$ cat src/rtl/core/bwavg_pkg.sv
package bwavg_pkg;

    // window length, most readings counted per average (new one included)
    localparam int WINDOW_DEF = 30;

    localparam int RD_W     = 9;
    localparam int STAT_W   = 8;
    localparam int PERIOD_W = 16;
    localparam int TICK_W   = 32;

    localparam logic [PERIOD_W-1:0] PERIOD_RST = 16'd1000;

    // status byte bits
    localparam int STAT_CHG_BIT = 7;
    localparam int STAT_BTN_BIT = 0;

    // item kinds
    localparam logic MODE_TICK = 1'b0;
    localparam logic MODE_READ = 1'b1;

endpackage

$ cat src/rtl/core/bwavg_ram.sv
module bwavg_ram #(
    parameter int WIDTH = 9,
    parameter int DEPTH = 29,
    parameter int AW    = 5
) (
    input  logic             i_clk,
    input  logic             i_we,
    input  logic [AW-1:0]    i_waddr,
    input  logic [WIDTH-1:0] i_wdata,
    input  logic [AW-1:0]    i_raddr,
    output logic [WIDTH-1:0] o_rdata
);

    logic [WIDTH-1:0] r_mem [DEPTH];
    logic [WIDTH-1:0] r_rdata;

    always_ff @(posedge i_clk) begin
        if (i_we) begin
            r_mem[i_waddr] <= i_wdata;
        end
        r_rdata <= r_mem[i_raddr];
    end

    assign o_rdata = r_rdata;

endmodule

$ cat src/rtl/core/bwavg_div.sv
// restoring divider, one quotient bit per cycle, unsigned magnitudes
module bwavg_div #(
    parameter int MAG_W = 13,
    parameter int CNT_W = 5
) (
    input  logic             i_clk,
    input  logic             i_rst_n,
    input  logic             i_start,
    input  logic [MAG_W-1:0] i_dividend,
    input  logic [CNT_W-1:0] i_divisor,
    output logic             o_done,
    output logic [MAG_W-1:0] o_quotient
);

    localparam int STEP_W = $clog2(MAG_W + 1);

    logic [STEP_W-1:0] r_step, n_step;
    logic [CNT_W:0]    r_rem, n_rem;
    logic [MAG_W-1:0]  r_quo, n_quo;
    logic [CNT_W:0]    r_div;
    logic              r_done, n_done;
    logic [CNT_W:0]    shifted;
    logic              fits;

    assign shifted = {r_rem[CNT_W-1:0], r_quo[MAG_W-1]};
    assign fits    = (shifted >= r_div);

    always_comb begin
        n_step = r_step;
        n_rem  = r_rem;
        n_quo  = r_quo;
        n_done = 1'b0;
        if (i_start) begin
            n_step = STEP_W'(MAG_W);
            n_rem  = '0;
            n_quo  = i_dividend;
        end else if (r_step != '0) begin
            n_rem  = fits ? (shifted - r_div) : shifted;
            n_quo  = {r_quo[MAG_W-2:0], fits};
            n_step = r_step - 1'b1;
            n_done = (r_step == STEP_W'(1));
        end
    end

    always_ff @(posedge i_clk) begin
        if (!i_rst_n) begin
            r_step <= '0;
            r_done <= 1'b0;
        end else begin
            r_step <= n_step;
            r_done <= n_done;
        end
        r_rem <= n_rem;
        r_quo <= n_quo;
        if (i_start) begin
            r_div <= {1'b0, i_divisor};
        end
    end

    assign o_done     = r_done;
    assign o_quotient = r_quo;

endmodule

$ cat src/rtl/core/battery_level_window_average.sv
// A tick or a rejected reading is registered at the output in the cycle after accept.
// An accepted reading shows its result after a history scan, one history read per cycle
// through the single RAM read port, then a one bit per cycle divide, then the output
// load, which also waits out any output stall.
// Throughput: one reading word in flight at a time; ticks back to back while output drains.
// Reset (i_rst_n low, synchronous): period 1000, elapsed 0, average 0, flags 0, history
// reads as zero through per-entry valid bits, output channel empty.
module battery_level_window_average #(
    parameter int WINDOW = bwavg_pkg::WINDOW_DEF
) (
    input  logic                             i_clk,
    input  logic                             i_rst_n,
    // configuration
    input  logic                             i_cfg_wr_en,
    input  logic [bwavg_pkg::PERIOD_W-1:0]   i_cfg_wr_data,
    // input words
    input  logic                             i_valid,
    output logic                             o_ready,
    input  logic                             i_mode,
    input  logic signed [bwavg_pkg::RD_W-1:0] i_reading,
    input  logic [bwavg_pkg::STAT_W-1:0]     i_status_byte,
    // result words
    output logic                             o_valid,
    input  logic                             i_ready,
    output logic signed [bwavg_pkg::RD_W-1:0] o_average,
    output logic                             o_charging,
    output logic                             o_button_down,
    output logic                             o_accepted
);

    localparam int RD_W     = bwavg_pkg::RD_W;
    localparam int TICK_W   = bwavg_pkg::TICK_W;
    localparam int PERIOD_W = bwavg_pkg::PERIOD_W;
    localparam int HIST_LEN = WINDOW - 1;
    localparam int AW       = (HIST_LEN > 1) ? $clog2(HIST_LEN) : 1;
    // |sum| never exceeds WINDOW*256 (readings are 9-bit signed, history skips negatives)
    localparam int MAG_W    = $clog2(WINDOW * 256 + 1);
    localparam int SUM_W    = MAG_W + 1;
    localparam int CNT_W    = $clog2(WINDOW + 1);

    // sequencer codes
    localparam logic [2:0] S_IDLE  = 3'd0;
    localparam logic [2:0] S_SUM   = 3'd1; // issue one history read per cycle
    localparam logic [2:0] S_LAST  = 3'd2; // fold last read, write new reading
    localparam logic [2:0] S_START = 3'd3; // launch divider
    localparam logic [2:0] S_DIV   = 3'd4; // wait on divider
    localparam logic [2:0] S_DONE  = 3'd5; // hand result to output register

    logic [2:0]                r_state, n_state;
    logic [PERIOD_W-1:0]       r_period;
    logic [TICK_W-1:0]         r_elapsed;
    logic signed [RD_W-1:0]    r_avg;
    logic                      r_chg;
    logic                      r_btn;

    logic [AW-1:0]             r_idx;      // history read address
    logic [AW-1:0]             r_wr_ptr;   // oldest entry, overwritten next
    logic [HIST_LEN-1:0]       r_hvld;     // entry written since reset
    logic                      r_rd_vld;   // RAM data this cycle belongs to a read
    logic                      r_hv_d;     // valid bit aligned with RAM data
    logic signed [SUM_W-1:0]   r_sum;
    logic [CNT_W-1:0]          r_cnt;
    logic signed [RD_W-1:0]    r_new;      // reading being folded in

    // output register
    logic                      r_o_valid;
    logic signed [RD_W-1:0]    r_o_avg;
    logic                      r_o_chg;
    logic                      r_o_btn;
    logic                      r_o_acc;

    logic                      slot_free;
    logic                      window_open;
    logic                      in_acc;
    logic                      take_now;   // word finishes at accept
    logic                      done_load;
    logic [RD_W-1:0]           ram_rdata;
    logic signed [RD_W-1:0]    entry;
    logic                      ram_we;
    logic [MAG_W-1:0]          div_mag;
    logic                      div_done;
    logic [MAG_W-1:0]          div_quo;
    logic [MAG_W-1:0]          avg_mag;

    assign slot_free   = !r_o_valid || i_ready;
    assign window_open = (r_elapsed > {{(TICK_W - PERIOD_W){1'b0}}, r_period});
    // an accepted reading may enter while the previous word still waits;
    // anything that answers right away needs the output slot
    assign o_ready     = (r_state == S_IDLE)
                      && (slot_free || (i_mode == bwavg_pkg::MODE_READ && window_open));
    assign in_acc      = i_valid && o_ready;
    assign take_now    = in_acc && !(i_mode == bwavg_pkg::MODE_READ && window_open);
    assign done_load   = (r_state == S_DONE) && slot_free;

    // invalid entries read as the reset value zero
    assign entry  = r_hv_d ? $signed(ram_rdata) : '0;
    assign ram_we = (r_state == S_LAST);

    bwavg_ram #(
        .WIDTH (RD_W),
        .DEPTH (HIST_LEN),
        .AW    (AW)
    ) u_hist (
        .i_clk   (i_clk),
        .i_we    (ram_we),
        .i_waddr (r_wr_ptr),
        .i_wdata (r_new),
        .i_raddr (r_idx),
        .o_rdata (ram_rdata)
    );

    // signed divide truncating toward zero: divide magnitude, restore sign
    assign div_mag = r_sum[SUM_W-1] ? MAG_W'(-r_sum) : MAG_W'(r_sum);

    bwavg_div #(
        .MAG_W (MAG_W),
        .CNT_W (CNT_W)
    ) u_div (
        .i_clk      (i_clk),
        .i_rst_n    (i_rst_n),
        .i_start    (r_state == S_START),
        .i_dividend (div_mag),
        .i_divisor  (r_cnt),
        .o_done     (div_done),
        .o_quotient (div_quo)
    );

    assign avg_mag = r_sum[SUM_W-1] ? (-div_quo) : div_quo;

    always_comb begin
        n_state = r_state;
        case (r_state)
            S_IDLE: begin
                if (in_acc && !take_now) begin
                    n_state = S_SUM;
                end
            end
            S_SUM: begin
                if (r_idx == AW'(HIST_LEN - 1)) begin
                    n_state = S_LAST;
                end
            end
            S_LAST:  n_state = S_START;
            S_START: n_state = S_DIV;
            S_DIV: begin
                if (div_done) begin
                    n_state = S_DONE;
                end
            end
            S_DONE: begin
                if (slot_free) begin
                    n_state = S_IDLE;
                end
            end
            default: n_state = S_IDLE;
        endcase
    end

    always_ff @(posedge i_clk) begin
        if (!i_rst_n) begin
            r_state   <= S_IDLE;
            r_period  <= bwavg_pkg::PERIOD_RST;
            r_elapsed <= '0;
            r_avg     <= '0;
            r_chg     <= 1'b0;
            r_btn     <= 1'b0;
            r_wr_ptr  <= '0;
            r_hvld    <= '0;
            r_rd_vld  <= 1'b0;
            r_o_valid <= 1'b0;
        end else begin
            r_state  <= n_state;
            r_rd_vld <= (r_state == S_SUM);

            if (i_cfg_wr_en) begin
                r_period <= i_cfg_wr_data;
            end

            if (in_acc) begin
                if (i_mode == bwavg_pkg::MODE_TICK) begin
                    if (r_elapsed != '1) begin
                        r_elapsed <= r_elapsed + 1'b1;
                    end
                end else begin
                    r_chg <= i_status_byte[bwavg_pkg::STAT_CHG_BIT];
                    r_btn <= i_status_byte[bwavg_pkg::STAT_BTN_BIT];
                    if (window_open) begin
                        r_elapsed <= r_elapsed - {{(TICK_W - PERIOD_W){1'b0}}, r_period};
                    end
                end
            end

            if (r_state == S_LAST) begin
                r_hvld[r_wr_ptr] <= 1'b1;
                r_wr_ptr <= (r_wr_ptr == AW'(HIST_LEN - 1)) ? '0 : r_wr_ptr + 1'b1;
            end

            if (r_state == S_DIV && div_done) begin
                r_avg <= $signed(avg_mag[RD_W-1:0]);
            end

            if (take_now) begin
                r_o_valid <= 1'b1;
            end else if (done_load) begin
                r_o_valid <= 1'b1;
            end else if (i_ready) begin
                r_o_valid <= 1'b0;
            end
        end
    end

    // datapath, no reset needed
    always_ff @(posedge i_clk) begin
        if (in_acc && !take_now) begin
            r_new <= i_reading;
            r_sum <= SUM_W'(i_reading);
            r_cnt <= CNT_W'(1);
            r_idx <= '0;
        end else begin
            // address holds at the last entry once the scan is through
            if (r_state == S_SUM && r_idx != AW'(HIST_LEN - 1)) begin
                r_idx <= r_idx + 1'b1;
            end
            // non-negative history entries join the average
            if (r_rd_vld && !entry[RD_W-1]) begin
                r_sum <= r_sum + SUM_W'(entry);
                r_cnt <= r_cnt + 1'b1;
            end
        end
        r_hv_d <= r_hvld[r_idx];

        if (take_now) begin
            r_o_avg <= r_avg;
            r_o_acc <= 1'b0;
            if (i_mode == bwavg_pkg::MODE_READ) begin
                r_o_chg <= i_status_byte[bwavg_pkg::STAT_CHG_BIT];
                r_o_btn <= i_status_byte[bwavg_pkg::STAT_BTN_BIT];
            end else begin
                r_o_chg <= r_chg;
                r_o_btn <= r_btn;
            end
        end else if (done_load) begin
            r_o_avg <= r_avg;
            r_o_chg <= r_chg;
            r_o_btn <= r_btn;
            r_o_acc <= 1'b1;
        end
    end

    assign o_valid       = r_o_valid;
    assign o_average     = r_o_avg;
    assign o_charging    = r_o_chg;
    assign o_button_down = r_o_btn;
    assign o_accepted    = r_o_acc;

    // count stays within the window
    a_cnt_range: assert property (@(posedge i_clk) disable iff (!i_rst_n)
        (r_state == S_LAST || r_state == S_START || r_state == S_DIV)
        |-> (r_cnt != '0 && r_cnt <= CNT_W'(WINDOW)))
        else $error("sample count out of range");

    // divider finishes only while the sequencer waits on it
    a_div_done: assert property (@(posedge i_clk) disable iff (!i_rst_n)
        div_done |-> r_state == S_DIV)
        else $error("divider done outside wait state");

    // a finished average is always presented as an accepted word
    a_done_out: assert property (@(posedge i_clk) disable iff (!i_rst_n)
        done_load |=> (r_o_valid && r_o_acc && r_state == S_IDLE))
        else $error("average not delivered");

    // elapsed time holds at its maximum
    a_sat: assert property (@(posedge i_clk) disable iff (!i_rst_n)
        (in_acc && i_mode == bwavg_pkg::MODE_TICK && r_elapsed == '1) |=> r_elapsed == '1)
        else $error("elapsed time wrapped");

    // the history RAM is written once per accepted reading
    a_wr_once: assert property (@(posedge i_clk) disable iff (!i_rst_n)
        ram_we |=> !ram_we)
        else $error("history written twice");

endmodule

$ cat config.mk
export PLATFORM = sky130hd
export DESIGN_NAME = battery_level_window_average
export DESIGN_NICKNAME = d
export VERILOG_FILES = /design/src/rtl/core/bwavg_pkg.sv /design/src/rtl/core/bwavg_ram.sv /design/src/rtl/core/bwavg_div.sv /design/src/rtl/core/battery_level_window_average.sv
export SDC_FILE = /design/constraint.sdc
export NUM_CORES = 1
export LEC_CHECK = 0
export ABC_CLOCK_PERIOD_IN_PS = 4700
export CAP_MARGIN = 10
export CORE_UTILIZATION = 25
export CTS_CLUSTER_SIZE = 25
export DETAILED_ROUTE_END_ITERATION = 10
export DONT_BUFFER_PORTS = 1
export PLACE_DENSITY_LB_ADDON = 0.12
export REMOVE_ABC_BUFFERS = 1
export SETUP_SLACK_MARGIN = 0.3
export SLEW_MARGIN = 10
export SYNTH_ARGS = -nofsm -noshare
export SYNTH_HDL_FRONTEND = slang
export SYNTH_SLANG_ARGS = --single-unit
export TNS_END_PERCENT = 30
$ cat constraint.sdc
create_clock -name i_clk -period 4.7 [get_ports i_clk]
set_input_delay 0.235 -clock i_clk [delete_from_list [all_inputs] [get_ports i_clk]]
set_output_delay 0.235 -clock i_clk [all_outputs]
set_load 0.02 [all_outputs]
==> qor.yml, run 1 <==
setup_path:
  start_kind: "flop"
  critPathSlowestCell: "a21boi_0"
  critPathArrivalTime_ns: 3.84
  path_max_fanout: 7
  cpPeakStageDelay_ns: 0.61
  path_class: "flop to primary output"
  required_ns: 4.47
  path_cells: "inv_1 -> ha_1 -> fa_1 -> nand2b_1 -> a211oi_1 -> o311ai_0 -> and2_1 -> o21bai_1 -> nand2_1 -> a21boi_0"
  cp-end-kind: "primary output"
synth:
  ys.warnings.count: 0
  synth_area_um2: 19630
  avgSynthCellArea_um2: 13.20
  synth_edf_count: 313
  synthMuxAreaShare: 0.1227
  synth_ff_type: "edfxtp_1"
  synth_top_family_by_area: "multiplexers"
  synth-seq-cells: 442
  synth-xor-area-share: 0.02544
  ys_types: 71
  synth-simple-area-share: 0.1056
  synth-adder-area-share: 0.03239
  synth_seq_area_share: 0.6105
  synth_compound_area_frac: 0.07848
  synthCells: 1487
  ys_async_sr_fraction: 0
grt:
  met3_usage: 0.01999
  grt_pass1_vias: 12180
  grt_pass1_wl_um: 76600
  gr-usage-met2: 0.2048
  grtUsageTotal: 0.1272
  gr-total-overflow: 0
  grt.busiest_layer: "met2"
  met1_usage: 0.1740
  grt_max_degree: 46
  grt_antenna_before_repair: 4
timing:
  setup-violations-final: 0
  rsz0062_at_grt: "false"
  final_hold_viol_count: 0
  final.setup_skew_ns: 0.02148
  whs_ns: 0.05608
  min_period_over_period: 0.8661
  fmax_ghz: 0.2457
  fin_tns_setup_ns: 0
  slew-limit-headroom: 0.2009
  worst_pin_slew_ns: 1.199
  slew_violations: 0
  fin_crit_ns: 4.071
floorplan:
  initial_core_util: 0.2529
  ios: 53
  dieHeight_um: 282.2
  die_w_um: 282.2
  dieArea_um2: 79630
  rows: 102
  core_um2: 77590
cells_and_area:
  utilization: 0.2965
  final_cell_mix: "edfxtp_1 (313), nor2_1 (188), dfxtp_1 (127)"
  seqCellArea_um2: 11990
  mostFrequentLayoutCell: "edfxtp_1"
  syn_to_final_growth_pct: 17.23
  fillers: 7908
  final_cell_area_um2: 23010
  drive_gt1_frac: 0.1524
  finalNetCount: 1628
  multiInputGateArea_um2: 7188
route:
  num_vias: 11900
  drt_first_pass_iters: 5
  drc_errors: 0
  routed_wl_um: 49730
  wl_per_cell_um: 18.96
  via_per_inst: 4.539
  ant_nets: 0
  drtIter0Drc: 694
clocking:
  clock_path_buffers: 3
  post_cts_buffers: 0
  numCtsBuffers: 50
  ctsResizeCount: 0
  postCtsHoldBufs: 38
  htree_levels: 2
  tritoncts: "yes"
  clock_sinks: 442
  clk_pin_slew_ns: 0.06
  clkLatencyLatePin_ns: 0.59
  cts_root_buf: "clkbuf_16"
flow_run:
  max_cap_violations: 0
placed_design:
  hpwlAfterDp_um: 31790
  portBuffers: 0
  dpl-instance-area_um2: 20960
  gp_congestion: 0.7792
power:
  power_density_nw_per_um2: 532.7
  vdd_drop_max_v: 0.0002864
  total_leakage_power_nw: 7.719
  p_total_mw: 12.26
outcome:
  status: "completed"
worst_hold_path:
  worstHoldPathType: "primary input to flop"
metal layers:
| metal | routed length [um] | vias to the layer above |
|---|---|---|
| li1 | - | 5711 |
| met5 | 13 | - |
| met1 | 23830 | 5925 |
| met4 | 1476 | 2 |
| met2 | 22840 | 181 |
| met3 | 1557 | 82 |
power by group:
part	internal, mW	switching (mW)	total, mW
clock network	2.31	1.58	3.89
logic	1.39	1.54	2.92
registers	4.76	0.676	5.44
total	8.46	3.79	12.3
per-stage QoR:
step	instances	worst slack, ns
floorplan	1415	-0.4324
global placement	2489	0.9546
detailed placement	2489	0.9056
CTS	2620	0.6208
global route	2621	0.3824
finish	2622	0.6292
layout make-up:
type | count | share of cell area
Sequential cell | 442 | 0.5211
Multi-Input combinational cell | 919 | 0.3124
Clock buffer | 68 | 0.06140
Tap cell | 1040 | 0.05656
Timing Repair Buffer | 73 | 0.03024
Clock inverter | 25 | 0.009300
Inverter | 54 | 0.008811
Antenna cell | 1 | 0.0001088
synth_stat cells (5+ instances only):
master | count | share of area
edfxtp_1 | 313 | 0.48
nor2_1 | 188 | 0.036
dfxtp_1 | 129 | 0.13
nand2_1 | 99 | 0.019
mux4_2 | 90 | 0.10
o21ai_0 | 75 | 0.019
a21oi_1 | 54 | 0.014
inv_1 | 52 | 0.0099
clkbuf_1 | 50 | 0.0096
ha_1 | 46 | 0.029
xor2_1 | 32 | 0.014
nand3_1 | 26 | 0.0066
xnor2_1 | 25 | 0.011
nor3_1 | 21 | 0.0054
mux2i_1 | 20 | 0.010
a211oi_1 | 17 | 0.0065
buf_1 | 17 | 0.0033
nand4_1 | 17 | 0.0054
mux2_2 | 16 | 0.0092
and2_1 | 14 | 0.0045
nand2b_1 | 14 | 0.0045
or3_1 | 14 | 0.0045
o31ai_1 | 13 | 0.0050
o211ai_1 | 11 | 0.0042
a21o_1 | 10 | 0.0038
a31oi_1 | 10 | 0.0032
and3_1 | 8 | 0.0026
and4_1 | 8 | 0.0036
nor2b_1 | 8 | 0.0026
or2_2 | 7 | 0.0022
o21a_1 | 6 | 0.0023
o22ai_1 | 5 | 0.0016
worst paths after layout:
check        cells after the start             to    startpoint  slack, ns
max                             10        o_ready  r_elapsed[0]       0.63
max reg2reg                     10       r_sum[7]  r_elapsed[0]       0.92
min                              4  r_elapsed[22]        i_mode       0.06
min reg2reg                      0   o_average[1]      r_avg[1]       0.43
logic make-up after synthesis:
group                    count (synthesis)
flip-flops                             442
AO/OA/AOI/OAI                          241
XOR/XNOR                                57
buffers and inverters                  126
AND/OR/NAND/NOR                        446
adder cells (fa/ha/maj)                 49
multiplexers                           126
state kept, by name, summed over array words and instances (netlist names), 9 cells and up:
signal and count:
r_sum 14, r_new 9, r_period 16, o_average 9, u_hist.r_mem 261, r_hvld 29, u_hist.o_rdata 9, u_div.o_quotient 13
r_avg 9, r_elapsed 32
critical path: cells and delay by family (launching register included):
family,cells,cell delay (ns)
flops,1,0.40
compound gates,4,1.53
fa+ha+maj,2,0.59
simple gates,3,0.63
buf+inv,1,0.07
Power figures use the tool's default switching activity.
==> run 2, diff against run 1 <==
- REMOVE_ABC_BUFFERS: 1 -> default
==> run 2 against run 1 <==
Clock-buffer cell count down 5. Worst hold slack gained 0.0012 ns. Utilization rose by 0.11 points. Final area rose by 0.38%. Clock power grew 4%. Critical path depth unchanged. Power rose by 1.3%. Non-clock buffer count grew 1. Final cell count is essentially flat. Critical endpoint unchanged.
==> qor.yml, run 2 (synthesized netlist as in run 1, its figures left out) <==
outcome:
  status: "completed"
worst_hold_path:
  worstHoldPathType: "primary input to flop"
  whs_endpoint: "r_elapsed[11]"
  whs_path_depth: 3  # -1
  holdCritStartpoint: "i_mode"
clocking:
  tritoncts: "yes"
  clkLatencyLatePin_ns: 0.60  # about the same
  clock_sinks: 442  # unchanged
  cts_root_buf: "clkbuf_16"
  htree_levels: 2  # unchanged
  numCtsBuffers: 51  # +2.0%
  clk_pin_slew_ns: 0.06  # about the same
  clock_path_buffers: 3  # unchanged
route:
  wl_met3_um: 1680  # +7.9%
  ant_nets: 0  # unchanged
  via_per_inst: 4.546  # +0.16%
  top_layer: "met4"
  drt-met1-wl_um: 23890  # +0.23%
  wl_per_cell_um: 18.96  # about the same
  routed_wl_um: 49740  # about the same
  num_vias: 11930  # +0.20%
  dr_wl_met2_um: 23150  # +1.3%
  drc_errors: 0  # unchanged
  drtIter0Drc: 657  # -5.3%
  drt_first_pass_iters: 4  # -1
setup_path:
  critPathSlowestCell: "a211oi_1"
  required_ns: 4.47  # about the same
  reg2reg_to: "r_sum[4]"
  cp-end-kind: "primary output"
  cpPeakStageDelay_ns: 0.48  # -0.13 ns
  rrSetupSlack_ns: 0.77  # -0.15 ns
  path_class: "flop to primary output"
  critPathArrivalTime_ns: 3.77  # -0.07 ns
  r2r_start: "r_elapsed[0]"
  path_cells: "inv_1 -> ha_1 -> fa_1 -> nand2b_1 -> a211oi_1 -> o311ai_0 -> and2_1 -> o21bai_1 -> nand2_1 -> a21boi_1"
  path_max_fanout: 7  # unchanged
  ff2ff_path_depth: 10  # unchanged
  start_kind: "flop"
floorplan:
  initial_core_util: 0.2529  # unchanged
  rows: 102  # unchanged
  die_w_um: 282.2  # unchanged
  core_um2: 77590  # unchanged
  ios: 53  # unchanged
  dieArea_um2: 79630  # unchanged
  dieHeight_um: 282.2  # unchanged
timing:
  worst_pin_slew_ns: 1.194  # -0.004239 ns
  final_hold_viol_count: 0  # unchanged
  fin_crit_ns: 4.000  # -0.07058 ns
  min_period_over_period: 0.8511  # -0.01502
  whs_ns: 0.05727  # +0.001183 ns
  setup-violations-final: 0  # unchanged
  fmax_ghz: 0.2500  # +1.8%
  fin_tns_setup_ns: 0  # unchanged
  rsz0062_at_grt: "false"
  slew_violations: 0  # unchanged
  slew-limit-headroom: 0.2037  # +0.002827
  final.setup_skew_ns: 0.01934  # -0.002145 ns
grt:
  grt_max_degree: 48  # +4.3%
  grt_antenna_before_repair: 1  # -3
  gr-total-overflow: 0  # unchanged
  grt_pass1_wl_um: 76170  # -0.57%
  grt_pass1_vias: 12220  # +0.30%
  grtUsageTotal: 0.1268  # -0.0003770
cells_and_area:
  largest_reg_flops: 261  # unchanged
  utilization: 0.2976  # +0.001113
  syn_to_final_growth_pct: 17.67
  max_flop_register: "u_hist.r_mem"
  drive_gt1_frac: 0.1568  # +0.004328
  multiInputGateArea_um2: 7179  # -0.12%
  fillers: 7908  # unchanged
  reg_top3: "u_hist.r_mem (261), r_elapsed (32), r_hvld (29)"
  mostFrequentLayoutCell: "edfxtp_1"
  final_cell_mix: "edfxtp_1 (313), nor2_1 (188), dfxtp_1 (127)"
  finalNetCount: 1630  # +0.12%
  seqCellArea_um2: 11990  # unchanged
power:
  total_leakage_power_nw: 7.754  # +0.45%
  vdd_drop_max_v: 0.0002587  # -9.7%
  power_density_nw_per_um2: 537.4  # +0.88%
flow_run:
  max_cap_violations: 0  # unchanged
placed_design:
  hpwlAfterDp_um: 32000  # +0.67%
  portBuffers: 0  # unchanged
  gp_congestion: 0.7754  # -0.49%
synth:
  synth_nets: 1575
run 2: changes by cell type in the layout (fill, tap and decap cells not counted), moves of 2 or more:
cell,before,now
clkbuf_1,12,6
buf_4,32,35
clkinv_2,12,9
clkbuf_16,53,55
clkinv_4,0,2
clkinvlp_4,0,2
run 2: repair_timing:
item	4_1_cts	5_1_grt
hold buffers	37	0
endpoints found under the setup margin	0	1
gates resized for setup	0	1
buffers inserted	0	0
endpoints found under the hold margin	78	0
run 2: how the worst max path moves through the flow:
stage | from | endpoint
final | r_elapsed[0] | o_ready
after CTS | r_elapsed[0] | o_ready
after floorplan | r_elapsed[0] | r_new[0]
after global placement | r_elapsed[0] | r_sum[6]
after global routing | r_elapsed[0] | o_ready
after detailed placement | r_elapsed[0] | r_sum[4]
run 2: metrics by stage:
stage | area (um2) | setup slack [ns] | std cells | total power [mW]
3_5_place_dp | 20960 | 0.7893 | 2491 | 8.465
5_1_grt | 23090 | 0.5173 | 2623 | 13.10
6_report | 23090 | 0.6997 | 2623 | 12.41
4_1_cts | 23060 | 0.4659 | 2621 | 12.64
2_1_floorplan | 19630 | 1.290 | 1487 | 7.438
3_3_place_gp | 20960 | 0.8191 | 2491 | 8.443
run 2: area by class of cell:
cell class              instances  area share
diodes                          1   0.0001084
clock buffers                  63     0.06177
clock inverters                30     0.01257
inverters                      54    0.008778
multi-input cells             919      0.3109
flip-flops and latches        442      0.5192
well taps                    1040     0.05635
repair buffers                 74     0.03034
run 2: power by group:
part,switching (mW),total (mW),internal (mW)
combinational,1.52,2.91,1.39
sequential,0.698,5.46,4.76
clock,1.66,4.04,2.38
run 2: worst max-delay path, delay by kind of cell, from the launching register on:
kind | cells | cell delay, ns
adder cells (fa/ha/maj) | 2 | 0.59
flip-flops | 1 | 0.40
buffers and inverters | 1 | 0.07
AND/OR/NAND/NOR | 3 | 0.64
AO/OA/AOI/OAI | 4 | 1.48
run 2: layer usage:
metal  up-vias  GRT usage
met2       159     0.2092
met3        59    0.02313
met1      6015     0.1698
li1       5692          -
met4         0    0.03548
met5         -          0
==> run 3, diff against run 2 <==
- CTS_BUF_LIST: default -> sky130_fd_sc_hd__clkbuf_8 sky130_fd_sc_hd__clkbuf_16
==> run 3 against run 2 <==
Non-clock buffer count is the same. Final cell count is the same. Via count is essentially flat. Critical endpoint unchanged. Maximum frequency about the same. Sequential share of layout area is the same. Clock power is essentially flat. Power shrank 0.10%. Setup slack about the same. Critical path depth unchanged. Clock-buffer cell count is 6 lower. Sequential power is essentially flat. Final area unchanged.
==> qor.yml, run 3 (synthesized netlist as in run 1, its figures left out) <==
power:
  power_density_nw_per_um2: 536.9  # -0.10%
  total_leakage_power_nw: 7.779  # +0.32%
  vdd_drop_max_v: 0.0002589  # about the same
  p_total_mw: 12.40  # -0.10%
timing:
  slew-limit-headroom: 0.2028  # -0.0009380
  setup-violations-final: 0  # unchanged
  final.setup_skew_ns: 0.01938  # +0.00003690 ns
  fin_tns_setup_ns: 0  # unchanged
  final_hold_viol_count: 0  # unchanged
  slew_violations: 0  # unchanged
  worst_pin_slew_ns: 1.196  # +0.001407 ns
  fin_crit_ns: 4.000  # +0.00001300 ns
  fmax_ghz: 0.2500  # about the same
  min_period_over_period: 0.8511  # about the same
  rsz0062_at_grt: "false"
grt:
  grtUsageTotal: 0.1268  # unchanged
  grt_antenna_before_repair: 1  # unchanged
  grt_max_degree: 48  # unchanged
  gr-total-overflow: 0  # unchanged
  grt_pass1_wl_um: 76170  # unchanged
  grt_pass1_vias: 12220  # unchanged
worst_hold_path:
  worstHoldPathType: "primary input to flop"
  whs_path_depth: 3  # unchanged
setup_path:
  cp-end-kind: "primary output"
  critical_path.endpoint: "o_ready"
  critPathSlowestCell: "a211oi_1"
  path_max_fanout: 7  # unchanged
  crit_path_start: "r_elapsed[0]"
  cp_top_family: "compound AO/OA/AOI/OAI gates"
  path_class: "flop to primary output"
  required_ns: 4.47  # about the same
  critPathArrivalTime_ns: 3.77  # about the same
  ff2ff_path_depth: 10  # unchanged
  cp.depth: 10  # unchanged
  worst-path-buf-inv: 1  # unchanged
  path_cells: "inv_1 -> ha_1 -> fa_1 -> nand2b_1 -> a211oi_1 -> o311ai_0 -> and2_1 -> o21bai_1 -> nand2_1 -> a21boi_1"
  reg2reg_to: "r_sum[4]"
  rrSetupSlack_ns: 0.77  # about the same
  cpPeakStageDelay_ns: 0.48  # about the same
  r2r_start: "r_elapsed[0]"
  start_kind: "flop"
placed_design:
  portBuffers: 0  # unchanged
  gp_congestion: 0.7754  # unchanged
  hpwlAfterDp_um: 32000  # unchanged
cells_and_area:
  finalNetCount: 1630  # unchanged
  utilization: 0.2976  # unchanged
  final_cell_mix: "edfxtp_1 (313), nor2_1 (188), dfxtp_1 (127)"
  max_flop_register: "u_hist.r_mem"
  largest_reg_flops: 261  # unchanged
  mostFrequentLayoutCell: "edfxtp_1"
  reg_top3: "u_hist.r_mem (261), r_elapsed (32), r_hvld (29)"
  seqCellArea_um2: 11990  # unchanged
  multiInputGateArea_um2: 7179  # unchanged
  fillers: 7908  # unchanged
  drive_gt1_frac: 0.1568  # unchanged
  syn_to_final_growth_pct: 17.67  # unchanged
clocking:
  clk_pin_slew_ns: 0.06  # about the same
  clock_sinks: 442  # unchanged
  clkLatencyLatePin_ns: 0.60  # about the same
  tritoncts: "yes"
  numCtsBuffers: 51  # unchanged
  cts_root_buf: "clkbuf_16"
  clock_path_buffers: 3  # unchanged
  htree_levels: 2  # unchanged
floorplan:
  ios: 53  # unchanged
  rows: 102  # unchanged
  core_um2: 77590  # unchanged
  initial_core_util: 0.2529  # unchanged
  dieHeight_um: 282.2  # unchanged
  die_w_um: 282.2  # unchanged
  dieArea_um2: 79630  # unchanged
route:
  drt_first_pass_iters: 5  # +1
  wl_per_cell_um: 18.97  # about the same
  via_per_inst: 4.548  # about the same
  ant_nets: 0  # unchanged
  num_vias: 11930  # +0.034%
  drtIter0Drc: 657  # unchanged
  drc_errors: 0  # unchanged
  routed_wl_um: 49750  # about the same
flow_run:
  max_cap_violations: 0  # unchanged
outcome:
  status: "completed"
synth:
  synth_nets: 1575  # unchanged
==> run 3: changes by cell type in the layout (fill, tap and decap cells not counted), sizes merged <==
cell	before	now
clkbuf	63	57
inv	53	59
==> run 3: worst min path at each step <==
stage            startpoint             to  slack [ns]
2_1_floorplan  i_reading[0]       r_new[0]        0.33
3_3_place_gp   i_reading[8]       r_new[8]        0.33
3_5_place_dp   i_reading[8]       r_new[8]        0.33
4_1_cts              i_mode  r_elapsed[11]       0.007
5_1_grt              i_mode   r_elapsed[7]        0.03
6_report             i_mode  r_elapsed[11]        0.06
==> run 3: layout make-up <==
cell class / count / share of cell area
multi-input cells: 919 / 0.3109
repair buffers: 74 / 0.03034
flip-flops and latches: 442 / 0.5192
diodes: 1 / 0.0001084
clock buffers: 57 / 0.06079
well taps: 1040 / 0.05635
clock inverters: 36 / 0.01355
inverters: 54 / 0.008778
==> run 3: tightest hold or removal path, cell delays in order <==
cell	delay, ns
or3_1	0.08
o21ai_0	0.08
a211oi_1	0.21
==> run 3: timing repair <==
action / 4_1_cts / 5_1_grt
gates resized for setup: 0 / 1
hold endpoints to repair: 78 / 0
hold buffers: 37 / 0
buffers inserted: 0 / 0
setup endpoints to repair: 0 / 1
==> run 3: through the flow <==
step,std cells,hold slack (ns),area [um2],setup WS (ns)
2_1_floorplan,1487,0.3339,19630,1.290
3_3_place_gp,2491,0.3341,20960,0.8191
3_5_place_dp,2491,0.3341,20960,0.7893
4_1_cts,2621,0.006515,23060,0.4659
5_1_grt,2623,0.03031,23090,0.5173
6_report,2623,0.05716,23090,0.6997
==> run 3: power by group <==
part	switching, mW	internal (mW)	leakage (nW)
Combinational	1.52	1.39	3.02
Clock	1.66	2.37	0.863
Sequential	0.698	4.76	3.89
==> run 3: layer usage <==
layer | routed length, um | GRT usage | vias to the layer above | share of wire
li1 | - | - | 5694 | -
met1 | 23870 | 0.1698 | 6021 | 0.48
met2 | 23190 | 0.2092 | 155 | 0.47
met3 | 1671 | 0.02313 | 59 | 0.034
met4 | 1022 | 0.03548 | 0 | 0.021
met5 | 0 | 0 | - | 0
